==> config.mk <==
export PLATFORM = sky130hd
export DESIGN_NAME = most_frequent_key_tracker
export DESIGN_NICKNAME = d
export VERILOG_FILES = /design/src/sv/mfkt_pkg.sv /design/src/sv/mfkt_table.sv /design/src/sv/most_frequent_key_tracker.sv
export SDC_FILE = /design/constraint.sdc
export NUM_CORES = 2
export LEC_CHECK = 0
export ABC_AREA = 1
export BUFFER_PORTS_ARGS = -buffer_cell sky130_fd_sc_hd__buf_2
export CAP_MARGIN = 20
export CORE_MARGIN = 3
export CORE_UTILIZATION = 55
export DETAILED_ROUTE_END_ITERATION = 7
export GPL_TIMING_DRIVEN = 0
export PLACE_DENSITY_LB_ADDON = 0.12
export SYNTH_ARGS = -nofsm -noshare
export SYNTH_HDL_FRONTEND = slang
export SYNTH_SLANG_ARGS = --single-unit
==> constraint.sdc <==
create_clock -name clock -period 8.4 [get_ports clock]
set_input_delay 2.52 -clock clock [delete_from_list [all_inputs] [get_ports clock]]
set_output_delay 2.52 -clock clock [all_outputs]
set_load 0.1 [all_outputs]
==> src/sv/mfkt_pkg.sv <==
// package for the most frequent key tracker: field widths, beat structs and codes
// no dependencies
package mfkt_pkg;

   localparam int KEY_SLOTS = 16;
   localparam int ROW_COUNT = 64;
   localparam int KEY_BITS  = 16;
   localparam int SLOT_W    = $clog2(KEY_SLOTS);
   localparam int CNT_W     = $clog2(ROW_COUNT + 1);
   localparam int AGE_W     = SLOT_W;
   localparam int ROW_W     = $clog2(ROW_COUNT);

   localparam logic [1:0] CMD_ADD    = 2'd0;
   localparam logic [1:0] CMD_REMOVE = 2'd1;
   localparam logic [1:0] CMD_QUERY  = 2'd2;
   localparam logic [1:0] CMD_UNDEF  = 2'd3;

   localparam logic [1:0] ST_OK    = 2'd0;
   localparam logic [1:0] ST_FULL  = 2'd1;
   localparam logic [1:0] ST_EMPTY = 2'd2;

   typedef struct packed {
      logic [1:0]  command;
      logic [15:0] key;
      logic [5:0]  row;
   } req_type;

   typedef struct packed {
      logic [1:0]  status;
      logic [15:0] key_res;
      logic [5:0]  row_res;
      logic [6:0]  frequency;
      logic        last;
   } rsp_type;

   // one slot entry as stored in the table memory
   typedef struct packed {
      logic [KEY_BITS-1:0]  key;
      logic [ROW_COUNT-1:0] rows;
      logic [CNT_W-1:0]     count;
      logic [AGE_W-1:0]     age;
   } entry_type;

   typedef enum logic [3:0] {
      S_IDLE, S_FIND, S_DECIDE, S_BITS, S_AGE_RD, S_AGE_WR,
      S_QSCAN, S_QREAD, S_QEMIT
   } state_type;

endpackage

==> src/sv/mfkt_table.sv <==
// slot table memory: one synchronous read port, one write port, read data registered
// depends on mfkt_pkg
module mfkt_table (
   input  logic                       clock,
   input  logic [mfkt_pkg::SLOT_W-1:0] rd_addr,
   output mfkt_pkg::entry_type         rd_data,
   input  logic                       wr_en,
   input  logic [mfkt_pkg::SLOT_W-1:0] wr_addr,
   input  mfkt_pkg::entry_type         wr_data
);
   import mfkt_pkg::*;

   entry_type mem_ff [KEY_SLOTS];
   entry_type rd_data_ff;

   always_ff @(posedge clock) begin
      if (wr_en) begin
         mem_ff[wr_addr] <= wr_data;
      end
      rd_data_ff <= mem_ff[rd_addr];
   end

   assign rd_data = rd_data_ff;
endmodule

==> src/sv/most_frequent_key_tracker.sv <==
// top level of the most frequent key tracker: sequencer around the slot table
// depends on mfkt_pkg and mfkt_table
//
// One command at a time; busy stays high until the command is fully processed, which
// for an add or remove that changes the table is well after its result beat. The slot
// table is a single-port-read memory and every pass walks all KEY_SLOTS entries. After
// the accept cycle, an add or remove that changes the table runs a lookup pass reading
// one slot at a time, decide, slot write, then an age pass that reads and writes back
// each slot, with its result beat in the decide cycle; a dropped add or a remove of an
// unknown key ends after the lookup pass and decide. A query runs a max search, a read
// state, then a scan of every row bit; an empty query gives its empty beat with no
// search, and an undefined command is taken and ignored. Result beats
// appear on rsp_valid for one cycle each and cannot be stalled. No clearing pass after
// reset: slot validity is held in flip-flops.
module most_frequent_key_tracker (
   input  logic              clock,
   input  logic              reset,
   input  logic              start,
   output logic              busy,
   input  mfkt_pkg::req_type req_data,
   output logic              rsp_valid,
   output mfkt_pkg::rsp_type rsp_data
);
   import mfkt_pkg::*;

   localparam logic [SLOT_W-1:0] LAST_SLOT = SLOT_W'(KEY_SLOTS - 1);

   state_type state_ff, state_in;
   req_type   req_ff, req_in;
   logic [KEY_SLOTS-1:0] valid_ff, valid_in;
   logic [SLOT_W-1:0] ptr_ff, ptr_in;      // address issued this cycle
   logic [SLOT_W-1:0] prev_ff, prev_in;    // address whose data is on rd_data
   logic              rdv_ff, rdv_in;      // rd_data holds a scanned entry
   logic              hit_ff, hit_in;
   logic [SLOT_W-1:0] hs_ff, hs_in;        // hit / best slot
   logic              free_ff, free_in;
   logic [SLOT_W-1:0] fs_ff, fs_in;
   entry_type         ent_ff, ent_in;      // entry of the touched or best slot
   logic              isnew_ff, isnew_in;
   logic              freed_ff, freed_in;
   logic [AGE_W-1:0]  oage_ff, oage_in;
   logic [ROW_W-1:0]  rc_ff, rc_in;       // row scan index
   logic              emitted_ff, emitted_in;

   logic [SLOT_W-1:0] rd_addr, wr_addr;
   entry_type         rd_data, wr_data;
   logic              wr_en;

   mfkt_table u_table (
      .clock   (clock),
      .rd_addr (rd_addr),
      .rd_data (rd_data),
      .wr_en   (wr_en),
      .wr_addr (wr_addr),
      .wr_data (wr_data)
   );

   always_ff @(posedge clock) begin
      if (reset) begin
         state_ff <= S_IDLE;
         valid_ff <= '0;
         rdv_ff   <= 1'b0;
      end else begin
         state_ff <= state_in;
         valid_ff <= valid_in;
         rdv_ff   <= rdv_in;
      end
      req_ff     <= req_in;
      ptr_ff     <= ptr_in;
      prev_ff    <= prev_in;
      hit_ff     <= hit_in;
      hs_ff      <= hs_in;
      free_ff    <= free_in;
      fs_ff      <= fs_in;
      ent_ff     <= ent_in;
      isnew_ff   <= isnew_in;
      freed_ff   <= freed_in;
      oage_ff    <= oage_in;
      rc_ff      <= rc_in;
      emitted_ff <= emitted_in;
   end

   logic [CNT_W-1:0] new_cnt;
   logic             row_ok;
   assign row_ok = ({1'b0, req_ff.row} < 7'(ROW_COUNT));

   // next state
   always_comb begin
      state_in = state_ff;
      unique case (state_ff)
         S_IDLE: begin
            if (start) begin
               if (req_data.command == CMD_QUERY) begin
                  state_in = (valid_ff == '0) ? S_QEMIT : S_QSCAN;
               end else if (req_data.command != CMD_UNDEF) begin
                  state_in = S_FIND;
               end
            end
         end
         S_FIND:   if (rdv_ff && prev_ff == LAST_SLOT) state_in = S_DECIDE;
         S_DECIDE: begin
            if (!row_ok || (req_ff.command == CMD_ADD && !hit_ff && !free_ff) ||
                (req_ff.command == CMD_REMOVE && !hit_ff)) begin
               state_in = S_IDLE;
            end else begin
               state_in = S_BITS;
            end
         end
         S_BITS:   state_in = S_AGE_RD;
         S_AGE_RD: state_in = S_AGE_WR;
         S_AGE_WR: state_in = (ptr_ff == LAST_SLOT) ? S_IDLE : S_AGE_RD;
         S_QSCAN:  if (rdv_ff && prev_ff == LAST_SLOT) state_in = S_QREAD;
         S_QREAD:  state_in = S_QEMIT;
         S_QEMIT: begin
            if (valid_ff == '0 && !rdv_ff) state_in = S_IDLE;
            else if (rc_ff == ROW_W'(ROW_COUNT - 1)) state_in = S_IDLE;
         end
         default:  state_in = S_IDLE;
      endcase
   end

   // datapath and outputs
   always_comb begin
      entry_type e;
      logic      ok;
      logic [ROW_COUNT-1:0] rem;
      req_in     = req_ff;
      valid_in   = valid_ff;
      ptr_in     = ptr_ff;
      prev_in    = ptr_ff;
      rdv_in     = 1'b0;
      hit_in     = hit_ff;
      hs_in      = hs_ff;
      free_in    = free_ff;
      fs_in      = fs_ff;
      ent_in     = ent_ff;
      isnew_in   = isnew_ff;
      freed_in   = freed_ff;
      oage_in    = oage_ff;
      rc_in      = rc_ff;
      emitted_in = emitted_ff;
      rd_addr    = ptr_ff;
      wr_en      = 1'b0;
      wr_addr    = ptr_ff;
      wr_data    = rd_data;
      rsp_valid  = 1'b0;
      rsp_data   = '0;
      busy       = (state_ff != S_IDLE);
      new_cnt    = '0;
      e          = rd_data;
      ok         = 1'b0;
      rem        = '0;

      unique case (state_ff)
         S_IDLE: begin
            req_in     = req_data;
            ptr_in     = '0;
            rd_addr    = '0;
            hit_in     = 1'b0;
            free_in    = 1'b0;
            rc_in      = '0;
            emitted_in = 1'b0;
            if (start && req_data.command != CMD_UNDEF &&
                !(req_data.command == CMD_QUERY && valid_ff == '0)) begin
               rdv_in = 1'b1;
               ptr_in = SLOT_W'(1);
               prev_in = '0;
            end
         end
         S_FIND: begin
            rd_addr = ptr_ff;
            if (ptr_ff != LAST_SLOT) ptr_in = ptr_ff + 1'b1;
            rdv_in = (prev_ff != LAST_SLOT);
            if (valid_ff[prev_ff] && !hit_ff && rd_data.key == req_ff.key[KEY_BITS-1:0]) begin
               hit_in = 1'b1;
               hs_in  = prev_ff;
               ent_in = rd_data;
            end
            if (!valid_ff[prev_ff] && !free_ff) begin
               free_in = 1'b1;
               fs_in   = prev_ff;
            end
         end
         S_DECIDE: begin
            rsp_data.key_res = req_ff.key;
            rsp_data.row_res = req_ff.row;
            rsp_data.last    = 1'b1;
            rsp_data.status  = ST_OK;
            e = ent_ff;
            if (!hit_ff) begin
               e.rows = '0;
               e.key  = req_ff.key[KEY_BITS-1:0];
            end
            if (!row_ok) begin
               rsp_valid = 1'b1;
               rsp_data.frequency = hit_ff ? 7'(ent_ff.count) : 7'd0;
            end else if (req_ff.command == CMD_ADD && !hit_ff && !free_ff) begin
               rsp_valid = 1'b1;
               rsp_data.status = ST_FULL;
            end else if (req_ff.command == CMD_REMOVE && !hit_ff) begin
               rsp_valid = 1'b1;
            end else begin
               ok = 1'b1;
            end
            if (req_ff.command == CMD_ADD) e.rows[req_ff.row[ROW_W-1:0]] = 1'b1;
            else e.rows[req_ff.row[ROW_W-1:0]] = 1'b0;
            new_cnt = hit_ff ? ent_ff.count : '0;
            if (req_ff.command == CMD_ADD && !(hit_ff && ent_ff.rows[req_ff.row[ROW_W-1:0]]))
               new_cnt = new_cnt + 1'b1;
            if (req_ff.command == CMD_REMOVE && ent_ff.rows[req_ff.row[ROW_W-1:0]])
               new_cnt = new_cnt - 1'b1;
            e.count = new_cnt;
            if (ok) begin
               isnew_in = !hit_ff;
               oage_in  = ent_ff.age;
               freed_in = (new_cnt == '0);
               e.age    = '0;
               ent_in   = e;
               if (!hit_ff) hs_in = fs_ff;
               rsp_valid = 1'b1;
               rsp_data.frequency = 7'(new_cnt);
            end
            ptr_in = '0;
         end
         S_BITS: begin
            // write the touched slot and its validity
            wr_en   = 1'b1;
            wr_addr = hs_ff;
            wr_data = ent_ff;
            valid_in[hs_ff] = !freed_ff;
            rd_addr = '0;
         end
         S_AGE_RD: rd_addr = ptr_ff;
         S_AGE_WR: begin
            e = rd_data;
            if (valid_ff[ptr_ff] && ptr_ff != hs_ff) begin
               if (freed_ff) begin
                  if (rd_data.age > oage_ff) e.age = rd_data.age - 1'b1;
               end else if (isnew_ff || rd_data.age < oage_ff) begin
                  e.age = rd_data.age + 1'b1;
               end
            end
            wr_en   = 1'b1;
            wr_addr = ptr_ff;
            wr_data = e;
            if (ptr_ff != LAST_SLOT) ptr_in = ptr_ff + 1'b1;
            rd_addr = ptr_in;
         end
         S_QSCAN: begin
            rd_addr = ptr_ff;
            if (ptr_ff != LAST_SLOT) ptr_in = ptr_ff + 1'b1;
            rdv_in = (prev_ff != LAST_SLOT);
            if (valid_ff[prev_ff] && (!hit_ff || rd_data.count > ent_ff.count ||
                (rd_data.count == ent_ff.count && rd_data.age < ent_ff.age))) begin
               hit_in = 1'b1;
               hs_in  = prev_ff;
               ent_in = rd_data;
            end
         end
         S_QREAD: rc_in = '0;
         S_QEMIT: begin
            if (valid_ff == '0 && !rdv_ff) begin
               rsp_valid = 1'b1;
               rsp_data.status = ST_EMPTY;
               rsp_data.last   = 1'b1;
            end else begin
               rdv_in = rdv_ff;
               rem = ent_ff.rows >> rc_ff;
               rsp_data.key_res   = 16'(ent_ff.key);
               rsp_data.frequency = 7'(ent_ff.count);
               rsp_data.row_res   = 6'(rc_ff);
               if (ent_ff.rows[rc_ff]) begin
                  rsp_valid = 1'b1;
                  emitted_in = 1'b1;
                  // last beat when no higher row is set
                  rsp_data.last = ((rem >> 1) == '0);
               end
               if (rc_ff == ROW_W'(ROW_COUNT - 1)) begin
                  if (!emitted_ff && !ent_ff.rows[rc_ff]) begin
                     rsp_valid = 1'b1;
                     rsp_data.row_res = '0;
                     rsp_data.last = 1'b1;
                  end
               end
               rc_in = rc_ff + 1'b1;
            end
         end
         default: ;
      endcase
   end
endmodule

==> results_dict.tcl <==
set metrics [dict create \
    ff2ff_setup_slack_ns 3.47 \
    start_kind "flip-flop" \
    initial_utilization_pct 55.8 \
    design_area_um2 85300 \
    clock_skew_ns 0.0405 \
    crit_chain "buf_2 -> inv_1 -> nor2_1 -> nand3_1 -> nand2_1 -> o21ai_1 -> nand2_1 -> nor2_2 -> nand2_2 -> nand2_2 -> nand2_1 -> nand2_1 -> and2_1 -> ha_1 -> inv_1 -> nor2_1 -> nand3_1 -> o21bai_1 -> nand2_1 -> o22ai_1 -> buf_2" \
    cts_buffer_depth 3 \
    final_max_slew_viol_count 0 \
    synth_area_um2 74900 \
    num_rows 134 \
    powerDensity_nw_per_um2 412 \
    end_kind "primary output" \
    required_ns 5.88 \
    path_clk_slew_ns 0.06 \
    min_from "ent_ff[3]" \
    synthCells 6904 \
    relSlewSlack_pct 17.2 \
    cts_hold_buf 0 \
    path_buf_inv 4 \
    max_freq_ghz 0.128 \
    grt_overflow 0 \
    postSynth.asyncResetShare_pct 0 \
    synth_seq_cells 1714 \
    clock-sinks 1714 \
    ios 61 \
    tritoncts "built" \
    clkLatencyLatePin_ns 0.82 \
    cts_made_buffers 174 \
    holdWs_ns 0.462 \
    ys_warn_count 0 \
    grt_pass1_wl_um 367000 \
    critPathMaxFanout 8 \
    synth.net_count 6951 \
    drc_errors 0 \
    min_path_type "flip-flop to flip-flop" \
    die_h_um 375 \
    synthTopCellsByArea "edfxtp_1 64%, nand2_1 5.7%, inv_1 4.9%" \
    yosysTopAreaCellShare_pct 64.1 \
    worstPathArrival_ns 5.31 \
    power_mw 35.1 \
    fp.dieW_um 375 \
    dr.pass1.iters 6 \
    die_area_um2 141000 \
    path_class "flip-flop to primary output" \
    core_area_um2 134000 \
    crit_top_cell "nand2_1" \
    crit_family "simple AND/OR/NAND/NOR gates" \
    period_needed_ns 7.83 \
    holdPathStages 0 \
    htree_levels 4 \
    antenna_found_initial 7 \
    cpPeakStageDelay_ns 0.52 \
    place_worst_setup_slack_ns 1.55 \
    ys_types 53 \
    finalCritPeriodShare_pct 93.2 \
    min_to "oage_ff[3]" \
    grt_max_degree 34 \
    io_buffers 59 \
    drtIter0Drc 8570 \
    place_area_um2 79800 \
    setup_ws_ns 0.570 \
    clockRootBuffer "clkbuf_16" \
    first_global_vias 53500 \
    synth-seq-area-share_pct 67.2 \
    yosys.area.top_type "edfxtp_1" \
    cts_resized 0 \
    rsz0062_at_grt "no" \
    dp_hpwl_um 179000 \
    drt-total-wl_um 258000 \
    cap_violations 0 \
    worst_pin_slew_ns 1.24 \
    post-cts-setup-buffers 0 \
    syn_area_per_cell_um2 10.8 \
    finalSetupViolCount 0 \
    ir_drop_v 0.000288 \
    r2r_start "hit_ff" \
    fin_nets 7357 \
    slowest_stage "buf_2" \
    antenna_left 0 \
    status "completed" \
    reg2reg_to "ent_ff[76]" \
    vias 56400 \
    wl_per_cell_um 28.0 \
    fin_cells 9223 \
    place_congestion 0.979 \
    p_leak_nw 32.0 \
    placed_cells_incl_taps 8898 \
    synth_edf_count 1598 \
    hold_viol_final 0 \
    rr_worst_depth 12 \
    grtUsageTotal_pct 36.4 \
    synthFlopType "edfxtp_1" \
    drive_gt1_share_pct 10.1 \
    synthToLayoutAreaGrowth_pct 13.9 \
    vias_per_cell 6.12 \
]
==> through the flow <==
stage	util (%)	setup TNS (ns)
2_1_floorplan	-	0
3_3_place_gp	57.6	-4371.53
3_5_place_dp	59.4	0
4_1_cts	63.5	0
5_1_grt	63.5	0
6_report	63.5	0
==> sequential cells by signal (all words and copies together), names as in the netlist, 4 cells and up <==
name             flops
req_ff              24
u_table.rd_data     91
oage_ff              4
rc_ff                6
state_ff             4
valid_ff            16
prev_ff              4
ptr_ff               4
ent_ff              91
u_table.mem_ff    1456
fs_ff                4
hs_ff                4
==> per-layer routing <==
metal	track usage, %	up-vias	wire length (µm)
li1	-	25000	-
met5	0	-	0
met3	9.06	575	33500
met4	15.2	0	12200
met2	55.3	3629	114000
met1	50.5	27200	98500
==> worst max path at each step <==
stage | from | endpoint | slack [ns] | cells after the start
after global routing | req_ff[2] | rsp_data[5] | 0.42 | 21
final | req_ff[2] | rsp_data[5] | 0.57 | 21
after CTS | req_ff[2] | rsp_data[5] | 0.67 | 21
after detailed placement | req_ff[2] | rsp_data[5] | 1.55 | 21
after floorplan | req_ff[0] | rsp_data[5] | 2.10 | 21
after global placement | state_ff[1] | u_table.mem_ff[15][49] | -3.37 | 9
==> area by class of cell <==
class	instances	area [µm²]
diodes	5	12.5
well taps	1768	2210
flip-flops and latches	1714	50300
inverters	1000	3760
clock buffers	230	4760
multi-input cells	3765	19000
plain buffers	425	1960
fillers	10600	49000
clock inverters	86	679
repair buffers	230	2580
==> cells in the final DEF (no fill, tap or decap), drive strengths merged, types with 116 or more instances in the layout <==
cell	instances
dfxtp	116
clkbuf	396
nand2	1140
nor2	138
nand3	710
o211ai	433
a21oi	417
buf	489
inv	1004
o21ai	765
edfxtp	1598
==> Yosys cell counts, types with 20 or more instances <==
library cell,n
edfxtp_1,1598
nand2_1,1138
inv_1,987
nand3_1,710
o21ai_0,681
o211ai_1,433
a21oi_1,417
buf_2,204
clkbuf_1,166
nor2_1,133
dfxtp_1,116
o21ai_1,83
buf_1,36
ha_1,20
o22ai_1,20
==> power breakdown <==
| part | leakage, nW | internal [mW] | total [mW] | switching, mW |
|---|---|---|---|---|
| registers | 15.4 | 11.6 | 12.1 | 0.561 |
| logic | 13.9 | 3.81 | 15.5 | 11.7 |
| clock network | 2.64 | 4.12 | 7.42 | 3.30 |
| total | 32.0 | 19.5 | 35.1 | 15.6 |
==> cells by family (layout without fill, tap and decap cells) <==
family / Yosys count / count (layout) / share of synthesized area, %
AO/OA/AOI/OAI: 1674 / 1674 / 12.9
XOR/XNOR: 19 / 19 / 0.222
adder cells (fa/ha/maj): 20 / 20 / 0.334
buffers and inverters: 1425 / 1971 / 7.62
flip-flops: 1714 / 1714 / 67.2
multiplexers: 5 / 5 / 0.0668
other: 0 / 5 / 0
AND/OR/NAND/NOR: 2047 / 2047 / 11.7
Note: power is estimated with default switching activity, not from simulation.
